$ cat config.mk
export PLATFORM = sky130hd
export DESIGN_NAME = aeskx_ctrl
export DESIGN_NICKNAME = d
export VERILOG_FILES = /design/src/aeskx_pkg.sv /design/src/aeskx_ctrl.sv
export SDC_FILE = /design/constraint.sdc
export NUM_CORES = 1
export LEC_CHECK = 0
export ABC_AREA = 1
export BUFFER_PORTS_ARGS = -buffer_cell sky130_fd_sc_hd__buf_4
export CAP_MARGIN = 20
export CORE_MARGIN = 3
export CORE_UTILIZATION = 50
export DETAILED_ROUTE_END_ITERATION = 8
export PLACE_DENSITY = 0.76
export SLEW_MARGIN = 0
export SYNTH_ARGS = -nofsm -noshare
export SYNTH_HDL_FRONTEND = slang
export SYNTH_SLANG_ARGS = --single-unit
$ cat constraint.sdc
create_clock -name clk -period 1.3 [get_ports clk]
set_input_delay 0 -clock clk [delete_from_list [all_inputs] [get_ports clk]]
set_output_delay 0 -clock clk [all_outputs]
set_load 0.02 [all_outputs]
$ cat src/aeskx_pkg.sv
// Shared types, constants and helpers for the AES-128 key expansion unit.
package aeskx_pkg;

  localparam int IDX_W = 6;

  localparam logic [IDX_W-1:0] FIRST_DERIVED = 6'd4;
  localparam logic [IDX_W-1:0] LAST_IDX      = 6'd43;

  localparam logic [7:0] RCON_SEED = 8'h8d;
  localparam logic [7:0] GF_POLY   = 8'h1b;

  // Commands from the controller to the datapath.
  typedef struct packed {
    logic             sbox_wr;   // store one S-box byte in every lane bank
    logic             key_load;  // echo a key word and shift it into the window
    logic             gen;       // produce the next derived word
    logic             sub_step;  // derived word uses RotWord, SubWord and Rcon
    logic             rcon_init; // restart the round constant
    logic [IDX_W-1:0] idx;       // word index of the beat being loaded
    logic             last;      // loaded beat is the final word
  } cmd_t;

  // Status from the datapath to the controller.
  typedef struct packed {
    logic out_free;  // output register can take a beat this cycle
  } sts_t;

  function automatic logic [7:0] gf_double(input logic [7:0] b);
    logic [7:0] r;
    r = {b[6:0], 1'b0};
    if (b[7]) begin
      r = r ^ GF_POLY;
    end
    return r;
  endfunction

endpackage

$ cat src/aeskx_ctrl.sv
// Sequencer of the key expansion: input acceptance, key word count and word index.
module aeskx_ctrl (
  input  logic            clk,
  input  logic            rst,
  input  logic            s_tvalid,
  output logic            s_tready,
  input  logic            s_tuser,    // mode: 0 S-box write, 1 key word
  input  aeskx_pkg::sts_t sts,
  output aeskx_pkg::cmd_t cmd
);
  import aeskx_pkg::*;

  localparam logic [1:0] ST_IDLE   = 2'd0;
  localparam logic [1:0] ST_LOOKUP = 2'd1;
  localparam logic [1:0] ST_GEN    = 2'd2;

  localparam logic MODE_SBOX = 1'b0;
  localparam logic MODE_KEY  = 1'b1;

  logic [1:0]       state;
  logic [1:0]       state_next;
  logic [1:0]       seen;
  logic [1:0]       seen_next;
  logic [IDX_W-1:0] idx;
  logic [IDX_W-1:0] idx_next;
  logic             accept;

  assign s_tready = (state == ST_IDLE) && sts.out_free;
  assign accept   = s_tvalid && s_tready;

  always_comb begin
    state_next    = state;
    seen_next     = seen;
    idx_next      = idx;
    cmd           = '0;
    cmd.idx       = idx;
    cmd.sub_step  = (idx[1:0] == 2'd0);
    unique case (state)
      ST_IDLE: begin
        cmd.idx = {{(IDX_W-2){1'b0}}, seen};
        if (accept) begin
          if (s_tuser == MODE_SBOX) begin
            cmd.sbox_wr = 1'b1;
          end else begin
            cmd.key_load = 1'b1;
            seen_next    = 2'(seen + 2'd1);
            if (seen == 2'd3) begin
              cmd.rcon_init = 1'b1;
              idx_next      = FIRST_DERIVED;
              state_next    = ST_LOOKUP;
            end
          end
        end
      end
      ST_LOOKUP: begin
        // The S-box banks register the substituted word before generation can use it.
        state_next = ST_GEN;
      end
      ST_GEN: begin
        cmd.last = (idx == LAST_IDX);
        if (sts.out_free) begin
          cmd.gen  = 1'b1;
          idx_next = IDX_W'(idx + 6'd1);
          if (idx == LAST_IDX) begin
            state_next = ST_IDLE;
          end else if (idx[1:0] == 2'd3) begin
            state_next = ST_LOOKUP;
          end
        end
      end
      default: begin
        state_next = ST_IDLE;
      end
    endcase
  end

  always_ff @(posedge clk) begin
    if (rst) begin
      state <= ST_IDLE;
      seen  <= 2'd0;
      idx   <= '0;
    end else begin
      state <= state_next;
      seen  <= seen_next;
      idx   <= idx_next;
    end
  end

  a_busy_blocks_input: assert property (@(posedge clk) disable iff (rst)
    (state != ST_IDLE) |-> !s_tready)
    else $error("input accepted while a schedule is running");

  a_idx_range: assert property (@(posedge clk) disable iff (rst)
    (state == ST_GEN || state == ST_LOOKUP) |-> (idx >= FIRST_DERIVED && idx <= LAST_IDX))
    else $error("word index out of the derived range");

  a_lookup_one_cycle: assert property (@(posedge clk) disable iff (rst)
    (state == ST_LOOKUP) |=> (state == ST_GEN))
    else $error("S-box lookup did not hand over to generation");

  a_lookup_aligned: assert property (@(posedge clk) disable iff (rst)
    (state == ST_LOOKUP) |-> (idx[1:0] == 2'd0))
    else $error("S-box lookup on a word that takes no substitution");

  a_key_mode_const: assert property (@(posedge clk) disable iff (rst)
    (accept && s_tuser == MODE_KEY && seen == 2'd3) |=> (state == ST_LOOKUP))
    else $error("fourth key word did not start the schedule");

endmodule

# After elaboration in Yosys (flattened, before gate mapping)
# Cells that the tools add are included.
classes:
  eq_ne: 10
  mux: 23
  reduce_logical: 8
  n_addsub: 2
op_table:
  columns: ["cell", "n"]
  rows:
  - ["$mux W6", 4]
  - ["$mux W2", 8]
  - ["$pmux W6 S2", 1]
  - ["$reduce_and A5 Y1", 2]
  - ["$mux W1", 8]
  - ["$mux W7", 1]
  - ["$add A6 B1 Y6 const B", 1]
  - ["$eq A2 B2 Y1 const B", 3]
  - ["$eq A6 B6 Y1 const B", 1]
  - ["$ne A2 B2 Y1 const B", 3]
  - ["$pmux W2 S3", 1]
  - ["$logic_not A2 Y1", 2]
  - ["$ne A3 B3 Y1 const B", 1]
  - ["$reduce_and A3 Y1", 1]
  - ["$add A2 B1 Y2 const B", 1]
  - ["$eq A2 B1 Y1 const B", 1]
  - ["$logic_and A1 B1 Y1", 2]
  - ["$ne A2 B1 Y1 const B", 1]
  - ["$reduce_bool A2 Y1", 1]
totals:
  register_bits: 10
  wordCells: 46
  output_inout_bits: 13

# Longest topological paths before layout
# Gate-level depths: netlist of run 1.
depth:
  ltp_word: 5
  depth_mapped: 8

# Worst setup path before layout of run 1
# Ideal clock, no wire load.
synth_path:
  kind: "register to register"
  startpoint: "register state[1]"
  endpoint: "register idx[3]"
  path_slack_ns: 0.139
  t_arrival_ns: 1.047
  synth_period_minus_slack_ns: 1.161
  stages_incl_launch_ff: 8
  path_cell_list: "dfxtp_1 -> buf_6 -> nor2_4 -> nand3_1 -> nor2_2 -> nor2_2 -> nand2_1 -> nor2_2"
synth_between:
  elab_chain_len: 5
  elab_cells_between_ends: 11
synth_lines:
  columns: ["element", "line", "source"]
  rows:
  - ["start, declared", "aeskx_ctrl.sv:20", "logic [1:0] state;"]
  - ["start signal, assigned", "aeskx_ctrl.sv:83", "state <= state_next;"]
  - ["$logic_not A2 Y1", "aeskx_ctrl.sv:28, aeskx_ctrl.sv:38", null]
  - ["$logic_and A1 B1 Y1", "aeskx_ctrl.sv:28", "assign s_tready = (state == ST_IDLE) && sts.out_free;"]
  - ["$logic_and A1 B1 Y1", "aeskx_ctrl.sv:29", "assign accept = s_tvalid && s_tready;"]
  - ["$ne A2 B2 Y1 (no source line)", null, null]
  - ["$reduce_and A5 Y1 (no source line)", null, null]
  - ["end signal, assigned", "aeskx_ctrl.sv:85", "idx <= idx_next;"]
  - ["end, declared", "aeskx_ctrl.sv:24", "logic [IDX_W-1:0] idx;"]
# Parallel ways exist; a longest one is shown, timed or not.
# A chain may end at the register's enable or synchronous reset.

==> results.md, run 1 <==
* Dpl hpwl at 1208 um
* Congestion Overflow GR at 0
* # H-tree levels at 1
* Worst-Skew Late Latency at 0.27 ns
* Die Ht at 43.54 um
* GRT met2 Usage at 0.2714
* Crit path launch type: flop
* Routability cong. at 0.7890
* Post-synth net total at 110
* Antenna viol nets, final at 0
* Critical path's largest stage delay at 0.36 ns
* Post-Syn Area at 704.4 um^2
* Largest net degree at the start of global routing at 11
* Area Growth Syn to Fin at 36.94%
* Crit-path slowest cell: dfxtp_2
* LEAKAGE at 0.4273 nW
* Hold Path Class: primary input to flop
* Met3 Usage GRT at 0.02490
* Final Critical Period at 1.330 ns
* Gr busiest metal: met2
* Fraction of layout cells with a size suffix above 1 at 0.3828
* Pins over their slew limit at 0
* TritonCTS buffer count at 3
* Number of unique standard cell types used by synthesis at 23
* Slew Limit Headroom at 0.8321
* CP cell instances: ha_4 > nand2_4 > nor2_4 > nand4_1 > nor2_1 > buf_4
* Yosys reg bits at 10
* Setup crit end kind: output pin
* Arrival time worst endpoint at 1.33 ns
* Fmax at 752.1 MHz
* Setup TNS at -0.02962 ns
* Hold Fails Final Rpt at 0
* Final setup viols at 1
* CTS tree: yes
* Clock skew at 0.0009672 ns
* DRT Pass-1 Iters at 4
* Cells after Synth at 101
* Core Rows at 12
* Met1 global-route usage at 0.2682
* Worst-margin pin slew at 0.2499 ns
* Die area at 0.001895 mm^2
* Starting Density at 0.5792
* Internal reg-to-reg setup slack at 0.11 ns
* Initial antenna violation count at 0
* Critical path fanouts, max at 2
* First-pass GRT wire length at 2649 um
* Vias at 724
* Critical path's top delay family: simple AND/OR/NAND/NOR gates
* Vias in the first global route at 604
* Clk slew on worst S/H paths at 0.07 ns
* Tcrit/Tclk final at 1.023
* Routed WL at 1706 um
* Fin nets at 138
* Clk root buf: clkbuf_4
* Core area at 0.001216 mm^2
* Setup CP Type: flop to output pin
* Dpl cell area at 842.1 um^2
* Worst r2r src: idx[1]
* # diodes at 0
* Design area at 964.7 um^2
* Global Route Usage Sum at 0.1864
* WP buf/inv at 1
* PD cells at 703.3 mW/mm^2
* YS warnings at 0
* Setup crit start: idx[1]
* Max clock buf depth at 2
* Ports at 18
* Iter 0 DRT Violations at 17
* Status: finished, violations left
* Sink Count at 10
* Sequential fraction of the synthesis area at 0.2842
* Worst-case vdd ir drop at 0.0007104 V
* RSZ-0062 raised after global routing: true
* Max-cap violations at 0
* Die width at 43.54 um
* Synthesized area per cell at 6.975 um^2
* Worst Path Required at 1.30 ns
* DR vias/cell at 5.099
* Port bufs at 17
* Hold Crit Start: s_tuser
* DRC viols at 0
* Worst setup margin at -0.02962 ns
* Failing checks: setup timing
* WL/cell at 12.01 um
-- flip-flops by register name, indices dropped and copies added, names as in the netlist --
name,flops
state,2
seen,2
idx,6
-- cells by family after synthesis --
family | share of synthesized area
flops | 0.2842
simple gates | 0.4263
compound gates | 0.09947
xor+xnor | 0.01244
buf+inv | 0.1066
fa+ha+maj | 0.07105
-- report_power, final --
group / internal [W] / leakage, nW / switching (W)
clock: 0.000170 / 0.0210 / 0.000126
combinational: 0.0000309 / 0.323 / 0.0000428
sequential: 0.000306 / 0.0830 / 0.00000213
-- metal layers --
metal,vias to the layer above,routed length [um],part of all wire
li1,373,-,-
met1,330,771,0.45
met2,16,836,0.49
met3,5,68,0.040
met4,0,30,0.018
met5,-,0,0
-- cell usage in the layout (no fill, tap or decap), types with 3 or more instances in the layout --
| cell | n |
|---|---|
| nand2_1 | 17 |
| a21oi_1 | 4 |
| clkbuf_4 | 3 |
| nor2_1 | 20 |
| dfxtp_1 | 6 |
| nor3_1 | 3 |
| dfxtp_2 | 3 |
| nand2_2 | 3 |
| o21ai_1 | 4 |
| buf_4 | 23 |
| nor2_2 | 3 |
| inv_1 | 11 |
| ha_1 | 3 |
| nand3_1 | 5 |
-- what timing repair did --
item	in CTS	in global routing
buffers inserted	3	2
endpoints found under the setup margin	8	4
hold buffers	1	0
pin swaps	0	5
hold endpoints to repair	3	0
resized for setup	6	8
-- Yosys cell counts (all sizes together) --
library cell	n	area (um^2)
nand2	22	97.59
buf	2	22.52
dfxtp	10	200.2
ha	4	50.05
nor3	3	15.01
nand4	3	33.78
o21ai	6	41.29
xor2	1	8.760
clkinv	1	3.750
nor2	26	128.9
inv	13	48.79
a21oi	5	28.78
nand3	5	25.02
-- worst min-delay path, delay by kind of cell --
kind / cells / cell delay (ns)
AOI/OAI and AO/OA: 1 / 0.05
buffers and inverters: 1 / 0.11
and+or+nand+nor: 2 / 0.19
-- worst paths after layout --
path | end | cells past startpoint
setup / recovery | cmd[0] | 6
hold / removal | seen[1] | 4
setup reg to reg | idx[1] | 8
hold reg to reg | seen[1] | 2
-- stage by stage --
step	setup slack, ns	total power (W)	std cells	utilization	hold slack, ns
after detailed placement	0.07044	0.0003886	132	0.6924	0.2176
after CTS	0.008247	0.0006802	140	0.7572	0.1231
after floorplan	0.1392	0.0003540	101	-	0.06244
after global placement	0.04028	0.0003875	132	0.6924	0.2173
final	-0.02962	0.0006785	142	0.7932	0.1218
after global routing	-0.1650	0.0007047	142	0.7932	0.1578
-- final cells by class --
type | instances | area [um^2]
clock buffer | 4 | 36.28
inverter | 14 | 52.55
fill | 94 | 251.5
timing repair buffer | 25 | 193.9
sequential | 10 | 207.7
multi-input combinational | 75 | 456.7
tap | 14 | 17.52
(Power assumes the default switching activity.)
==> run 2, diff against run 1 <==
--- a/config.mk
+++ b/config.mk
@@ -6,7 +6,7 @@
 export NUM_CORES = 1
 export LEC_CHECK = 0
 export ABC_AREA = 1
-export BUFFER_PORTS_ARGS = -buffer_cell sky130_fd_sc_hd__buf_4
+export BUFFER_PORTS_ARGS = -buffer_cell sky130_fd_sc_hd__buf_2
 export CAP_MARGIN = 20
 export CORE_MARGIN = 3
 export CORE_UTILIZATION = 50
==> run 2 against run 1 <==
The flow now finishes without violations. Critical path depth stayed put. Critical endpoint unchanged. First-iteration DRC count is 29% lower. Final area is 7.4% lower. Flip-flop and latch count stayed put. Wire length is 0.23% higher. Die area stayed put. Setup slack better by 0.079 ns. Register-to-register slack hardly changed. Largest cell class unchanged.
==> results.md, run 2 (same netlist as run 1, synthesis figures left out) <==
* TritonCTS buffer count at 3 (unchanged)
* Design area at 893.4 um^2 (was 964.7 um^2)
* Starting Density at 0.5792 (unchanged)
* Critical path fanouts, max at 2 (unchanged)
* Initial antenna violation count at 0 (unchanged)
* Fraction of layout cells with a size suffix above 1 at 0.3760 (was 0.3828)
* Tcrit/Tclk final at 0.9620 (was 1.023)
* Die width at 43.54 um (unchanged)
* Worst-case vdd ir drop at 0.0006206 V (was 0.0007104 V)
* Largest net degree at the start of global routing at 11 (unchanged)
* Sink Count at 10 (unchanged)
* First-pass GRT wire length at 2870 um (was 2649 um)
* Pre-CTS setup slack at 0.02992 ns (was 0.07044 ns)
* Antenna viol nets, final at 0 (unchanged)
* Hold Crit Start: s_tuser (unchanged)
* Max-cap violations at 0 (unchanged)
* Congestion Overflow GR at 0 (unchanged)
* Worst-Skew Late Latency at 0.26 ns (was 0.27 ns)
* Routability cong. at 0.7969 (was 0.7890)
* Status: completed (was finished, violations left)
* Cells on worst reg2reg path at 8 (unchanged)
* Hold Fails Final Rpt at 0 (unchanged)
* Commonest non-fill, non-tap cells in the layout: nor2_1, nand2_1, buf_2, inv_1 (was buf_4, nor2_1, nand2_1, inv_1, dfxtp_1)
* DR vias/cell at 5.151 (was 5.099)
* Worst setup margin at 0.04944 ns (was -0.02962 ns)
* CTS tree: yes (unchanged)
* Most flops, register: idx (unchanged)
* Part of the power in registers at 0.529 (was 0.454)
* Core area at 0.001216 mm^2 (unchanged)
* Core Rows at 12 (unchanged)
* Dpl hpwl at 1245 um (was 1208 um)
* Crit path launch type: flop (unchanged)
* Worst Path Required at 1.30 ns (about the same)
* Largest register FFs at 6 (unchanged)
* Pint at 0.0004358 W (was 0.0005076 W)
* DRC viols at 0 (unchanged)
* WP buf/inv at 1 (unchanged)
* Clk slew on worst S/H paths at 0.07 ns (about the same)
* Power share of the clock group at 0.354 (was 0.437)
* Dpl cell area at 792.0 um^2 (was 842.1 um^2)
* Final Util at 0.7346 (was 0.7932)
* WL/cell at 12.30 um (was 12.01 um)
* Setup CP Type: flop to output pin (unchanged)
* Port bufs at 17 (unchanged)
* Area Growth Syn to Fin at 26.82% (was 36.94%)
* Worst Hold Depth at 4 (unchanged)
* Critical register-to-register path endpoint: idx[5] (was idx[1])
* Die area at 0.001895 mm^2 (unchanged)
* Gate power share at 0.117 (was 0.109)
* Iter 0 DRT Violations at 12 (was 17)
* Slew Limit Headroom at 0.8215 (was 0.8321)
* Max clock buf depth at 2 (unchanged)
* LEAKAGE at 0.4021 nW (was 0.4273 nW)
* # diodes at 0 (unchanged)
* Clock skew at 0.01100 ns (was 0.0009672 ns)
* Fin nets at 136 (was 138)
* # fillers at 100 (was 94)
* Sw power at 0.0001448 W (was 0.0001709 W)
* CP cell instances: ha_4 > nand2_2 > nor2_2 > nand4_1 > nor2_1 > buf_4 (was ha_4 > nand2_4 > nor2_4 > nand4_1 > nor2_1 > buf_4)
* Hold worst-path end: seen[0] (was seen[1])
* Internal reg-to-reg setup slack at 0.11 ns (about the same)
* Vias at 716 (was 724)
* Worst-margin pin slew at 0.2657 ns (was 0.2499 ns)
* Setup crit end kind: output pin (unchanged)
* Routed WL at 1710 um (was 1706 um)
* Sw frac at 0.2494 (was 0.2519)
* Pins over their slew limit at 0 (unchanged)
* PD cells at 650.0 mW/mm^2 (was 703.3 mW/mm^2)
* Global Route Usage Sum at 0.1980 (was 0.1864)
* Setup TNS at 0 ns (was -0.02962 ns)
* Clk root buf: clkbuf_4 (unchanged)
* # H-tree levels at 1 (unchanged)
* Die Ht at 43.54 um (unchanged)
* Worst r2r src: seen[1] (was idx[1])
* Hold Path Class: primary input to flop (unchanged)
* Vias in the first global route at 677 (was 604)
* Critical path's top delay family: flip-flops (was simple AND/OR/NAND/NOR gates)
* Fmax at 799.6 MHz (was 752.1 MHz)
* Final setup viols at 0 (was 1)
* Arrival time worst endpoint at 1.25 ns (was 1.33 ns)
* RSZ-0062 raised after global routing: true (unchanged)
* Regs by FF count: idx (6), seen (2), state (2) (unchanged)
* Final non-filler cell total at 139 (was 142)
* DRT Pass-1 Iters at 5 (was 4)
* Critical path's largest stage delay at 0.36 ns (about the same)
* Crit-path slowest cell: dfxtp_2 (unchanged)
* Commonest non-fill, non-tap cell in the layout: nor2_1 (was buf_4)
* Ports at 18 (unchanged)
* Placed instance count at 131 (was 132)
* Final Critical Period at 1.251 ns (was 1.330 ns)
==> run 2: how the worst max path moves through the flow <==
stage          startpoint     end  slack, ns  depth (start not counted)
6_report           idx[1]  cmd[0]       0.05                          6
5_1_grt            idx[2]  cmd[0]      -0.05                          6
4_1_cts            idx[0]  cmd[0]      0.001                          6
3_5_place_dp     state[1]  idx[3]       0.03                          5
3_3_place_gp     state[1]  idx[3]       0.06                          5
2_1_floorplan    state[1]  idx[3]       0.14                          7
==> run 2: final cells by class <==
class                      count  area (um^2)  share of cell area
multi-input combinational     75        450.4              0.5042
tap                           14        17.52             0.01961
timing repair buffer          23        138.9              0.1555
sequential                    10        211.5              0.2367
clock buffer                   3        22.52             0.02521
inverter                      14        52.55             0.05882
==> run 2: timing repair <==
item	CTS	global route
hold endpoints to repair	1	0
endpoints found under the setup margin	7	6
gates resized for setup	7	9
hold buffers	1	0
buffers inserted	2	1
pin swaps	1	3
gates cloned	0	1
==> run 2: routing by layer <==
| layer | routed length [um] | global-route usage |
|---|---|---|
| met5 | 0 | 0 |
| met4 | 31 | 0.05422 |
| met3 | 69 | 0.03734 |
| met2 | 831 | 0.3451 |
| met1 | 778 | 0.2469 |
==> run 2: power groups by stage <==
stage | Clock, W | Sequential (W) | Combinational, W
after global placement | 0 | 0.000318 | 0.0000618
after global routing | 0.000236 | 0.000307 | 0.0000733
final | 0.000205 | 0.000307 | 0.0000681
after detailed placement | 0 | 0.000318 | 0.0000632
after CTS | 0.000212 | 0.000309 | 0.0000660
after floorplan | 0 | 0.000317 | 0.0000365
==> run 2: worst reg2reg max path, cell delays in order (launching register included) <==
cell and delay, ns:
dfxtp_1 0.36, ha_1 0.17, nand2_2 0.08, nand2_2 0.08, nand2_4 0.06, nor2_8 0.13, nand3_1 0.08, nand2_1 0.07
nor2_1 0.03
==> run 2: metrics by stage <==
| stage | total power (W) | hold WS (ns) |
|---|---|---|
| final | 0.0005807 | 0.1432 |
| after global routing | 0.0006168 | 0.1374 |
| after CTS | 0.0005868 | 0.1409 |
| after detailed placement | 0.0003812 | 0.2572 |
| after global placement | 0.0003795 | 0.2552 |
| after floorplan | 0.0003540 | 0.06244 |
